==> config.mk <==
export PLATFORM = sky130hd
export DESIGN_NAME = base58_encoder
export DESIGN_NICKNAME = d
export VERILOG_FILES = /design/src/sv/b58e_pkg.sv /design/src/sv/base58_encoder.sv /design/src/sv/b58e_queue.sv /design/src/sv/b58e_front.sv /design/src/sv/b58e_back.sv
export SDC_FILE = /design/constraint.sdc
export NUM_CORES = 1
export LEC_CHECK = 0
export BUFFER_PORTS_ARGS = -buffer_cell sky130_fd_sc_hd__buf_2
export CORE_UTILIZATION = 29
export CTS_CLUSTER_DIAMETER = 50
export CTS_CLUSTER_SIZE = 40
export DETAILED_ROUTE_END_ITERATION = 16
export PLACE_DENSITY_LB_ADDON = 0.3
export SETUP_SLACK_MARGIN = 0.1
export SLEW_MARGIN = 20
export SYNTH_ARGS = -nofsm -noshare
export SYNTH_HDL_FRONTEND = slang
export SYNTH_SLANG_ARGS = --single-unit
==> constraint.sdc <==
create_clock -name clock -period 14.6 [get_ports clock]
set_input_delay 2.92 -clock clock [delete_from_list [all_inputs] [get_ports clock]]
set_output_delay 2.92 -clock clock [all_outputs]
set_load 0.05 [all_outputs]
==> src/sv/b58e_pkg.sv <==
// Shared types, constants and functions of the base58 encoder.
// Depends on: nothing.
`default_nettype none

package b58e_pkg;

   localparam int NUM_BYTES_DEF   = 25;
   localparam int QUEUE_DEPTH_DEF = 4;
   localparam int OUT_DEPTH_DEF   = 2;

   // Leading-zero count width; covers zero counts of up to 127 bytes
   localparam int LZ_W = 7;

   localparam logic [6:0] BASE58   = 7'd58;
   localparam logic [7:0] CHAR_ONE = 8'h31;

   localparam logic [8*58-1:0] ALPHABET =
      "123456789ABCDEFGHJKLMNPQRSTUVWXYZabcdefghijkmnopqrstuvwxyz";

   // One classified input byte, front to back
   typedef struct packed {
      logic [7:0]      data_byte;
      logic            last;
      logic            mode;
      logic            nonzero;
      logic [LZ_W-1:0] lz;
   } byte_entry_type;

   // One output character
   typedef struct packed {
      logic [7:0] symbol;
      logic       last_symbol;
      logic       empty_result;
   } sym_entry_type;

   typedef struct packed {
      logic [7:0] quot;
      logic [5:0] rem;
   } div_step_type;

   // Divide (rem * 256 + din) by 58, one quotient bit per restoring step
   function automatic div_step_type div_step(input logic [5:0] rem, input logic [7:0] din);
      logic [6:0]   r;
      logic [7:0]   q;
      div_step_type res;
      r = {1'b0, rem};
      q = '0;
      for (int i = 7; i >= 0; i--) begin
         r = {r[5:0], din[i]};
         if (r >= BASE58) begin
            r    = r - BASE58;
            q[i] = 1'b1;
         end
      end
      res.quot = q;
      res.rem  = r[5:0];
      return res;
   endfunction

   // Map a digit to its character; out-of-range digits map to the zero digit
   function automatic logic [7:0] alpha_char(input logic [5:0] d);
      logic [5:0] k;
      k = (d < 6'd58) ? d : 6'd0;
      return ALPHABET[8*(57 - int'(k)) +: 8];
   endfunction

endpackage

`default_nettype wire

==> src/sv/base58_encoder.sv <==
// Top level of the base58 encoder: front end, byte queue, back end, result queue.
// Depends on: b58e_pkg, b58e_front, b58e_queue, b58e_back.
//
//   Channel   Handshake            Payload
//   input     push / full          req_data_byte
//   result    pop / empty          rsp_symbol, rsp_last_symbol, rsp_empty_result
//   config    valid / ready        csr_leading_ones_mode
//
// The front end takes one byte per cycle into a QUEUE_DEPTH entry byte queue while
// that queue is not full. Per number the back end first loads its work memory, then
// runs one byte-serial divide by 58 per base58 digit (one memory read and write-back
// per cycle), then emits the leading '1' characters and the digit characters, each
// digit read from the stack before it is sent.
// Reset is synchronous and clears all control state; the memories need no clear.
// Either side may stall freely; the queues hold bytes and characters meanwhile.
`default_nettype none

module base58_encoder
   import b58e_pkg::*;
#(
   parameter int NUM_BYTES   = NUM_BYTES_DEF,
   parameter int QUEUE_DEPTH = QUEUE_DEPTH_DEF,
   parameter int OUT_DEPTH   = OUT_DEPTH_DEF
) (
   input  wire logic       clock,
   input  wire logic       reset,
   // input channel
   input  wire logic       push,
   output logic            full,
   input  wire logic [7:0] req_data_byte,
   // result channel
   input  wire logic       pop,
   output logic            empty,
   output logic [7:0]      rsp_symbol,
   output logic            rsp_last_symbol,
   output logic            rsp_empty_result,
   // configuration channel
   input  wire logic       valid,
   output logic            ready,
   input  wire logic       csr_leading_ones_mode
);

   logic           mode_ff, mode_in;
   logic           fq_push, fq_full, fq_empty, fq_pop;
   byte_entry_type fq_wdata, fq_rdata;
   logic           oq_push, oq_full;
   sym_entry_type  oq_wdata, oq_rdata;

   // The configuration channel is always ready, so a write always completes
   assign ready = 1'b1;

   always_comb begin
      mode_in = mode_ff;
      if (valid && ready) begin
         mode_in = csr_leading_ones_mode;
      end
   end

   always_ff @(posedge clock) begin
      if (reset) begin
         mode_ff <= 1'b1;
      end else begin
         mode_ff <= mode_in;
      end
   end

   // Classify each byte, mark the last byte of a number and tag bytes with mode and zero count
   b58e_front #(
      .NUM_BYTES(NUM_BYTES)
   ) u_front (
      .clock     (clock),
      .reset     (reset),
      .push      (push),
      .data_byte (req_data_byte),
      .full      (full),
      .mode      (mode_ff),
      .q_push    (fq_push),
      .q_entry   (fq_wdata),
      .q_full    (fq_full)
   );

   // Decouple byte intake from the long divide loop
   b58e_queue #(
      .WIDTH($bits(byte_entry_type)),
      .DEPTH(QUEUE_DEPTH)
   ) u_byte_q (
      .clock (clock),
      .reset (reset),
      .push  (fq_push),
      .wdata (fq_wdata),
      .full  (fq_full),
      .pop   (fq_pop),
      .rdata (fq_rdata),
      .empty (fq_empty)
   );

   // Divide by 58 and emit characters most significant first
   b58e_back #(
      .NUM_BYTES(NUM_BYTES)
   ) u_back (
      .clock     (clock),
      .reset     (reset),
      .in_empty  (fq_empty),
      .in_entry  (fq_rdata),
      .in_pop    (fq_pop),
      .out_full  (oq_full),
      .out_push  (oq_push),
      .out_entry (oq_wdata)
   );

   // Hold finished characters until the consumer takes them
   b58e_queue #(
      .WIDTH($bits(sym_entry_type)),
      .DEPTH(OUT_DEPTH)
   ) u_out_q (
      .clock (clock),
      .reset (reset),
      .push  (oq_push),
      .wdata (oq_wdata),
      .full  (oq_full),
      .pop   (pop),
      .rdata (oq_rdata),
      .empty (empty)
   );

   assign rsp_symbol       = oq_rdata.symbol;
   assign rsp_last_symbol  = oq_rdata.last_symbol;
   assign rsp_empty_result = oq_rdata.empty_result;

endmodule

`default_nettype wire

==> src/sv/b58e_queue.sv <==
// Small synchronous queue of packed entries.
// Depends on: nothing.
`default_nettype none

module b58e_queue #(
   parameter int WIDTH = 8,
   parameter int DEPTH = 2
) (
   input  wire logic             clock,
   input  wire logic             reset,
   input  wire logic             push,
   input  wire logic [WIDTH-1:0] wdata,
   output logic                  full,
   input  wire logic             pop,
   output logic [WIDTH-1:0]      rdata,
   output logic                  empty
);

   localparam int PW = (DEPTH > 1) ? $clog2(DEPTH) : 1;
   localparam int CW = $clog2(DEPTH + 1);

   logic [WIDTH-1:0] mem_ff [DEPTH];
   logic [PW-1:0]    wptr_ff, wptr_in;
   logic [PW-1:0]    rptr_ff, rptr_in;
   logic [CW-1:0]    count_ff, count_in;
   logic             do_push, do_pop;

   assign full    = (count_ff == CW'(DEPTH));
   assign empty   = (count_ff == '0);
   assign rdata   = mem_ff[rptr_ff];
   assign do_push = push & ~full;
   assign do_pop  = pop & ~empty;

   always_comb begin
      wptr_in  = wptr_ff;
      rptr_in  = rptr_ff;
      count_in = count_ff;
      if (do_push) begin
         wptr_in = (wptr_ff == PW'(DEPTH - 1)) ? '0 : wptr_ff + 1'b1;
      end
      if (do_pop) begin
         rptr_in = (rptr_ff == PW'(DEPTH - 1)) ? '0 : rptr_ff + 1'b1;
      end
      if (do_push && !do_pop) begin
         count_in = count_ff + 1'b1;
      end else if (do_pop && !do_push) begin
         count_in = count_ff - 1'b1;
      end
   end

   always_ff @(posedge clock) begin
      if (reset) begin
         wptr_ff  <= '0;
         rptr_ff  <= '0;
         count_ff <= '0;
      end else begin
         wptr_ff  <= wptr_in;
         rptr_ff  <= rptr_in;
         count_ff <= count_in;
      end
   end

   always_ff @(posedge clock) begin
      if (do_push) begin
         mem_ff[wptr_ff] <= wdata;
      end
   end

endmodule

`default_nettype wire

==> src/sv/b58e_front.sv <==
// Front end: accepts input bytes, tracks position and leading zeros.
// Depends on: b58e_pkg.
`default_nettype none

module b58e_front
   import b58e_pkg::*;
#(
   parameter int NUM_BYTES = NUM_BYTES_DEF
) (
   input  wire logic       clock,
   input  wire logic       reset,
   input  wire logic       push,
   input  wire logic [7:0] data_byte,
   output logic            full,
   input  wire logic       mode,
   output logic            q_push,
   output byte_entry_type  q_entry,
   input  wire logic       q_full
);

   localparam int IDX_W = (NUM_BYTES > 1) ? $clog2(NUM_BYTES) : 1;

   logic [IDX_W-1:0] cnt_ff, cnt_in;
   logic [LZ_W-1:0]  lz_ff, lz_in;
   logic             lead_ff, lead_in;
   logic             zero_lead;
   logic             is_last;

   assign full      = q_full;
   assign q_push    = push & ~q_full;
   assign zero_lead = lead_ff && (data_byte == 8'd0);
   assign is_last   = (cnt_ff == IDX_W'(NUM_BYTES - 1));

   always_comb begin
      q_entry.data_byte = data_byte;
      q_entry.last      = is_last;
      q_entry.mode      = mode;
      q_entry.nonzero   = ~zero_lead;
      q_entry.lz        = lz_ff + LZ_W'(zero_lead);

      cnt_in  = cnt_ff;
      lz_in   = lz_ff;
      lead_in = lead_ff;
      if (q_push) begin
         if (is_last) begin
            // restart for the next number
            cnt_in  = '0;
            lz_in   = '0;
            lead_in = 1'b1;
         end else begin
            cnt_in  = cnt_ff + 1'b1;
            lz_in   = q_entry.lz;
            lead_in = zero_lead;
         end
      end
   end

   always_ff @(posedge clock) begin
      if (reset) begin
         cnt_ff  <= '0;
         lz_ff   <= '0;
         lead_ff <= 1'b1;
      end else begin
         cnt_ff  <= cnt_in;
         lz_ff   <= lz_in;
         lead_ff <= lead_in;
      end
   end

endmodule

`default_nettype wire

==> src/sv/b58e_back.sv <==
// Back end: holds the number, divides it by 58 byte-serially, emits characters.
// Depends on: b58e_pkg.
`default_nettype none

module b58e_back
   import b58e_pkg::*;
#(
   parameter int NUM_BYTES = NUM_BYTES_DEF
) (
   input  wire logic            clock,
   input  wire logic            reset,
   input  wire logic            in_empty,
   input  wire byte_entry_type  in_entry,
   output logic                 in_pop,
   input  wire logic            out_full,
   output logic                 out_push,
   output sym_entry_type        out_entry
);

   localparam int IDX_W      = (NUM_BYTES > 1) ? $clog2(NUM_BYTES) : 1;
   localparam int CNT_W      = $clog2(NUM_BYTES + 1);
   localparam int MAX_DIGITS = (NUM_BYTES * 800) / 585 + 2;
   localparam int SAW        = $clog2(MAX_DIGITS);
   localparam int DCW        = $clog2(MAX_DIGITS + 1);

   typedef enum logic [5:0] {
      S_LOAD  = 6'b000001,
      S_DIV   = 6'b000010,
      S_ONES  = 6'b000100,
      S_RD    = 6'b001000,
      S_DIGIT = 6'b010000,
      S_EMPTY = 6'b100000
   } back_state_type;

   back_state_type   state_ff, state_in;
   logic [IDX_W-1:0] load_idx_ff, load_idx_in;
   logic [CNT_W-1:0] div_idx_ff, div_idx_in;
   logic [5:0]       rem_ff, rem_in;
   logic             nz_ff, nz_in;
   logic [DCW-1:0]   dig_cnt_ff, dig_cnt_in;
   logic [LZ_W-1:0]  ones_left_ff, ones_left_in;

   // number work memory
   logic [7:0]       work_mem [NUM_BYTES];
   logic             wr_en;
   logic [IDX_W-1:0] wr_addr, rd_addr;
   logic [7:0]       wr_data;
   logic [7:0]       rd_data_ff;
   logic [CNT_W-1:0] wb_idx;

   // digit stack memory
   logic [5:0]       stack_mem [MAX_DIGITS];
   logic             stk_we, stk_rd_en;
   logic [DCW-1:0]   stk_rd_idx;
   logic [5:0]       stk_rd_ff;

   div_step_type     divres;
   logic             nz_step;
   logic [DCW-1:0]   dig_next;

   assign rd_addr    = (div_idx_ff < CNT_W'(NUM_BYTES)) ? div_idx_ff[IDX_W-1:0] : '0;
   assign wb_idx     = div_idx_ff - 1'b1;
   assign stk_rd_idx = dig_cnt_ff - 1'b1;
   assign divres     = div_step(rem_ff, rd_data_ff);
   assign nz_step    = nz_ff | (divres.quot != 8'd0);
   assign dig_next   = dig_cnt_ff + 1'b1;

   always_comb begin
      state_in     = state_ff;
      load_idx_in  = load_idx_ff;
      div_idx_in   = div_idx_ff;
      rem_in       = rem_ff;
      nz_in        = nz_ff;
      dig_cnt_in   = dig_cnt_ff;
      ones_left_in = ones_left_ff;
      wr_en        = 1'b0;
      wr_addr      = load_idx_ff;
      wr_data      = in_entry.data_byte;
      stk_we       = 1'b0;
      stk_rd_en    = 1'b0;
      in_pop       = 1'b0;
      out_push     = 1'b0;
      out_entry    = '0;

      unique case (state_ff)
         S_LOAD: begin
            if (!in_empty) begin
               in_pop = 1'b1;
               wr_en  = 1'b1;
               if (in_entry.last) begin
                  load_idx_in  = '0;
                  ones_left_in = in_entry.mode ? in_entry.lz : '0;
                  dig_cnt_in   = '0;
                  div_idx_in   = '0;
                  rem_in       = '0;
                  nz_in        = 1'b0;
                  if (in_entry.nonzero) begin
                     state_in = S_DIV;
                  end else if (in_entry.mode && in_entry.lz != '0) begin
                     state_in = S_ONES;
                  end else begin
                     state_in = S_EMPTY;
                  end
               end else begin
                  load_idx_in = load_idx_ff + 1'b1;
               end
            end
         end
         S_DIV: begin
            // read byte k while writing back the quotient byte k-1
            div_idx_in = div_idx_ff + 1'b1;
            if (div_idx_ff != '0) begin
               wr_en   = 1'b1;
               wr_addr = wb_idx[IDX_W-1:0];
               wr_data = divres.quot;
               rem_in  = divres.rem;
               nz_in   = nz_step;
            end
            if (div_idx_ff == CNT_W'(NUM_BYTES)) begin
               // end of a pass: push the remainder as the next digit
               stk_we     = 1'b1;
               dig_cnt_in = dig_next;
               div_idx_in = '0;
               rem_in     = '0;
               nz_in      = 1'b0;
               if (!(nz_step && dig_next < DCW'(MAX_DIGITS))) begin
                  state_in = (ones_left_ff != '0) ? S_ONES : S_RD;
               end
            end
         end
         S_ONES: begin
            if (!out_full) begin
               out_push              = 1'b1;
               out_entry.symbol      = CHAR_ONE;
               out_entry.last_symbol = (ones_left_ff == LZ_W'(1)) && (dig_cnt_ff == '0);
               ones_left_in          = ones_left_ff - 1'b1;
               if (ones_left_ff == LZ_W'(1)) begin
                  state_in = (dig_cnt_ff != '0) ? S_RD : S_LOAD;
               end
            end
         end
         S_RD: begin
            stk_rd_en  = 1'b1;
            dig_cnt_in = dig_cnt_ff - 1'b1;
            state_in   = S_DIGIT;
         end
         S_DIGIT: begin
            if (!out_full) begin
               out_push              = 1'b1;
               out_entry.symbol      = alpha_char(stk_rd_ff);
               out_entry.last_symbol = (dig_cnt_ff == '0);
               state_in              = (dig_cnt_ff == '0) ? S_LOAD : S_RD;
            end
         end
         S_EMPTY: begin
            if (!out_full) begin
               out_push               = 1'b1;
               out_entry.last_symbol  = 1'b1;
               out_entry.empty_result = 1'b1;
               state_in               = S_LOAD;
            end
         end
         default: begin
            state_in = S_LOAD;
         end
      endcase
   end

   always_ff @(posedge clock) begin
      if (reset) begin
         state_ff     <= S_LOAD;
         load_idx_ff  <= '0;
         div_idx_ff   <= '0;
         rem_ff       <= '0;
         nz_ff        <= 1'b0;
         dig_cnt_ff   <= '0;
         ones_left_ff <= '0;
      end else begin
         state_ff     <= state_in;
         load_idx_ff  <= load_idx_in;
         div_idx_ff   <= div_idx_in;
         rem_ff       <= rem_in;
         nz_ff        <= nz_in;
         dig_cnt_ff   <= dig_cnt_in;
         ones_left_ff <= ones_left_in;
      end
   end

   always_ff @(posedge clock) begin
      if (wr_en) begin
         work_mem[wr_addr] <= wr_data;
      end
      rd_data_ff <= work_mem[rd_addr];
   end

   always_ff @(posedge clock) begin
      if (stk_we) begin
         stack_mem[dig_cnt_ff[SAW-1:0]] <= divres.rem;
      end
      if (stk_rd_en) begin
         stk_rd_ff <= stack_mem[stk_rd_idx[SAW-1:0]];
      end
   end

endmodule

`default_nettype wire

==> metrics.md <==
| Metric | Value |
|---|---|
| Status | `finished, violations left` |
| Failing checks | `design-rule violations` |
| Die area | `91190 um2` |
| Synth cell count leaders | `512 x edfxtp_1, 174 x nor2_1, 143 x nand2_1` |
| Setup crit end kind | `flip-flop` |
| Peak VDD IR | `roughly 0.43 mV` |
| Layout cells sized above 1 | `0.1888` |
| Hpwl dp | `39.04 mm` |
| Post-CTS setup buffer count | `0` |
| Sink Count | `584` |
| Crit path max-delay family | `compound AO/OA/AOI/OAI gates` |
| Vias per cell | `a little over 5` |
| Synth-to-layout area growth | `13.81%` |
| Antenna violations before repair | `1` |
| Nets | `between 1500 and 2000` |
| FF-to-FF path depth | `45` |
| Area leader, netlist | `edfxtp_1` |
| DRC | `3` |
| Final setup TNS | `0 ns` |
| Largest fanout on the critical path | `36` |
| Pin count of the biggest net entering global routing | `57` |
| Top_reg_cell synth | `edfxtp_1` |
| Slowest stage delay, CP | `0.91 ns` |
| Yosys warns | `0` |
| Vias | `15291` |
| Die extent in x | `302.0 um` |
| CP dominant cell by count | `ha_1` |
| Final GP Congestion | `0.8345` |
| Kind of critical path | `reg -> reg` |
| CTS Hold Bufs | `0` |
| Netlist cell types | `93` |
| EDFF count, synth | `512` |
| Starting Density | `0.2939` |
| Vias in the first global route | `roughly 15000` |
| WL final | `between 50 and 60 mm` |
| CTS tree | `done` |
| Util after Layout | `0.3345` |
| Fin crit period | `11.97 ns` |
| Tot Pwr | `6.347 mW` |
| Pwr per Cell Area | `213.7 nW/um2` |
| Critical path's slowest cell | `mux2i_4` |
| Total grt overflow | `0` |
| Reg clk slew, reported paths | `0.07 ns` |
| Post-Syn Instances | `1789` |
| Clock latency on the worst-skew pair | `slightly above 0.6 ns` |
| Slew @ Worst Pin | `1.062 ns` |
| Synthesized flop and latch total | `584` |
| Clock Skew | `0.02060 ns` |
| Antenna viol nets, final | `0` |
| Area share of the largest cell type after synthesis | `0.5892` |
| Die Y | `~300 um` |
| Critical R2R Capture | `u_back.stack_mem[7][2]$_DFFE_PP_` |
| WP data required | `14.87 ns` |
| Fin crit share | `0.8202` |
| Most common cell in the synthesized netlist | `edfxtp_1` |
| IO buf count | `24` |
| Number of buffers created by CTS | `60` |
| Reg-to-reg slack, setup | `2.63 ns` |
| Final setup vio count | `0` |
| Unrepaired setup endpoints after global routing | `no` |
| Crit start category | `flip-flop` |
| Synthesized area | `approximately 26000 um2` |
| Leakage power | `9.604 nW` |
| # rows | `around 110` |
| WL per Instance | `19.67 um` |
| WP data arrival | `roughly 12 ns` |
| GRT Overall Usage | `0.1293` |
| Initial DRC Count | `1095` |
| First-pass GRT wire length | `91.36 mm` |
| Reg2Reg Launch Point | `u_back.rem_ff[0]$_SDFFE_PP0P_` |
| Hold Crit Depth | `2` |
| Syn_nets | `roughly 1800` |
| Final Hold Vio Count | `0` |
| CTS Buffer Depth | `3` |
| Hold/Removal Path Class | `reg -> reg` |
| Ports | `27` |
| Syn avg cell area | `14.59 um2` |
| Slew Viols, Final | `0` |
| Core box area | `88780 um2` |
| Rel. slew slack | `0.2884` |
| DRT Pass-1 Iters | `11` |
| Max frequency | `0.08351 GHz` |
| WHS Endpoint | `u_front.lz_ff[0]$_SDFFE_PP0P_` |
| Post-cts sizing count | `0` |
| Antenna Cells | `0` |
| Top cells by area, synth | `edfxtp_1 59%, mux4_2 11%, dfxtp_1 5.5%` |
| Root Buffer | `clkbuf_16` |
| H-tree depth | `2` |
| Total of max-cap violations | `0` |
| Hold Startpoint | `u_front.lz_ff[0]$_SDFFE_PP0P_` |
| Buf/Inv on CP | `4` |
| Asr flop ratio synth | `0` |
| Sequential element share of the synthesized area | `0.6444` |
-- power by group --
part           switching, mW  internal, mW  total, mW
registers             0.0764          2.57       2.65
clock network          0.721         0.864       1.58
logic                   1.46         0.657       2.12
-- worst reg2reg max path: cells and delay by family (launching register included) --
family	cells	cell delay, ns
compound gates	15	3.33
simple gates	12	2.85
fa+ha+maj	8	2.42
xor+xnor	5	1.31
mux	1	0.91
buf+inv	4	0.45
flops	1	0.36
-- worst max-delay path by stage --
stage	startpoint	cells past startpoint	end	slack (ns)
after global routing	u_back.rem_ff[0]$_SDFFE_PP0P_	45	u_back.stack_mem[15][2]$_DFFE_PP_	1.66
after detailed placement	u_back.rem_ff[0]$_SDFFE_PP0P_	45	u_back.stack_mem[12][2]$_DFFE_PP_	2.79
after global placement	u_back.rem_ff[0]$_SDFFE_PP0P_	45	u_back.stack_mem[14][2]$_DFFE_PP_	3.20
after floorplan	u_back.rem_ff[0]$_SDFFE_PP0P_	49	u_back.stack_mem[0][2]$_DFFE_PP_	4.16
final	u_back.rem_ff[0]$_SDFFE_PP0P_	45	u_back.stack_mem[7][2]$_DFFE_PP_	2.63
after CTS	u_back.rem_ff[0]$_SDFFE_PP0P_	45	u_back.stack_mem[13][2]$_DFFE_PP_	2.75
-- per-layer routing --
metal / track usage / wire (um) / up-vias
li1: - / - / 7065
met1: 0.1830 / 27490 / 7764
met2: 0.2078 / 27930 / 376
met3: 0.01724 / 2707 / 86
met4: 0.03656 / 1356 / 0
met5: 0 / 0 / -
-- layout by cell type (no fill, tap or decap), types with 10 or more instances in the layout --
cell,instances
edfxtp_1,512
nor2_1,174
nand2_1,141
mux4_2,132
a21oi_1,85
dfxtp_1,71
clkbuf_16,60
nand3_1,55
o21ai_0,46
inv_1,37
nor3_1,31
ha_1,28
xor2_1,24
buf_2,24
mux2i_1,21
buf_4,21
mux2_2,20
xnor2_1,19
and2_1,17
or3_1,17
a31oi_1,15
a22oi_1,13
nor2b_1,12
nor4_1,12
nand3b_1,12
a211oi_1,11
nand4_1,10
-- area by class of cell --
class                           count  area (um2)
Multi-Input combinational cell   1080        8907
Clock inverter                     48       578.1
Timing Repair Buffer               45       277.8
Fill cell                        8577       59080
Clock buffer                       63        1513
Sequential cell                   584       16820
Inverter                           39       146.4
Tap cell                         1165        1458
-- sequential cells by signal (all words and copies together), names as in the netlist, 3 cells and up, named ones only --
register	flops
u_back.dig_cnt_ff	6
u_back.div_idx_ff	5
u_back.load_idx_ff	5
u_back.ones_left_ff	7
u_back.rd_data_ff	8
u_back.rem_ff	6
u_back.stack_mem	216
u_back.state_ff	6
u_back.stk_rd_ff	6
u_back.work_mem	200
u_byte_q.count_ff	3
u_byte_q.mem_ff	72
u_front.cnt_ff	5
u_front.lz_ff	7
u_out_q.mem_ff	18
-- cell families (layout without fill, tap and decap cells) --
logic type | count (synthesis) | count (layout) | synth area share
xor gates and xnor gates | 49 | 49 | 0.01673
DFF | 584 | 584 | 0.6444
adders and majority gates | 30 | 30 | 0.01467
and+or+nand+nor | 533 | 533 | 0.09709
muxes | 174 | 174 | 0.1310
AOI/OAI and AO/OA | 292 | 292 | 0.07700
other | 2 | 2 | 0.0002878
buffers and inverters | 125 | 195 | 0.01879
-- through the flow --
step                hold WS (ns)  setup slack [ns]  instances  cell area, um2
finish                    0.4693             2.625       3024           29700
CTS                       0.4740             2.751       3024           29670
floorplan                 0.4362             4.156       1789           26100
global route              0.4940             1.656       3024           29700
global placement          0.4429             3.198       2913           27580
detailed placement        0.4628             2.788       2913           27580
Note: power is estimated with default switching activity, not from simulation.
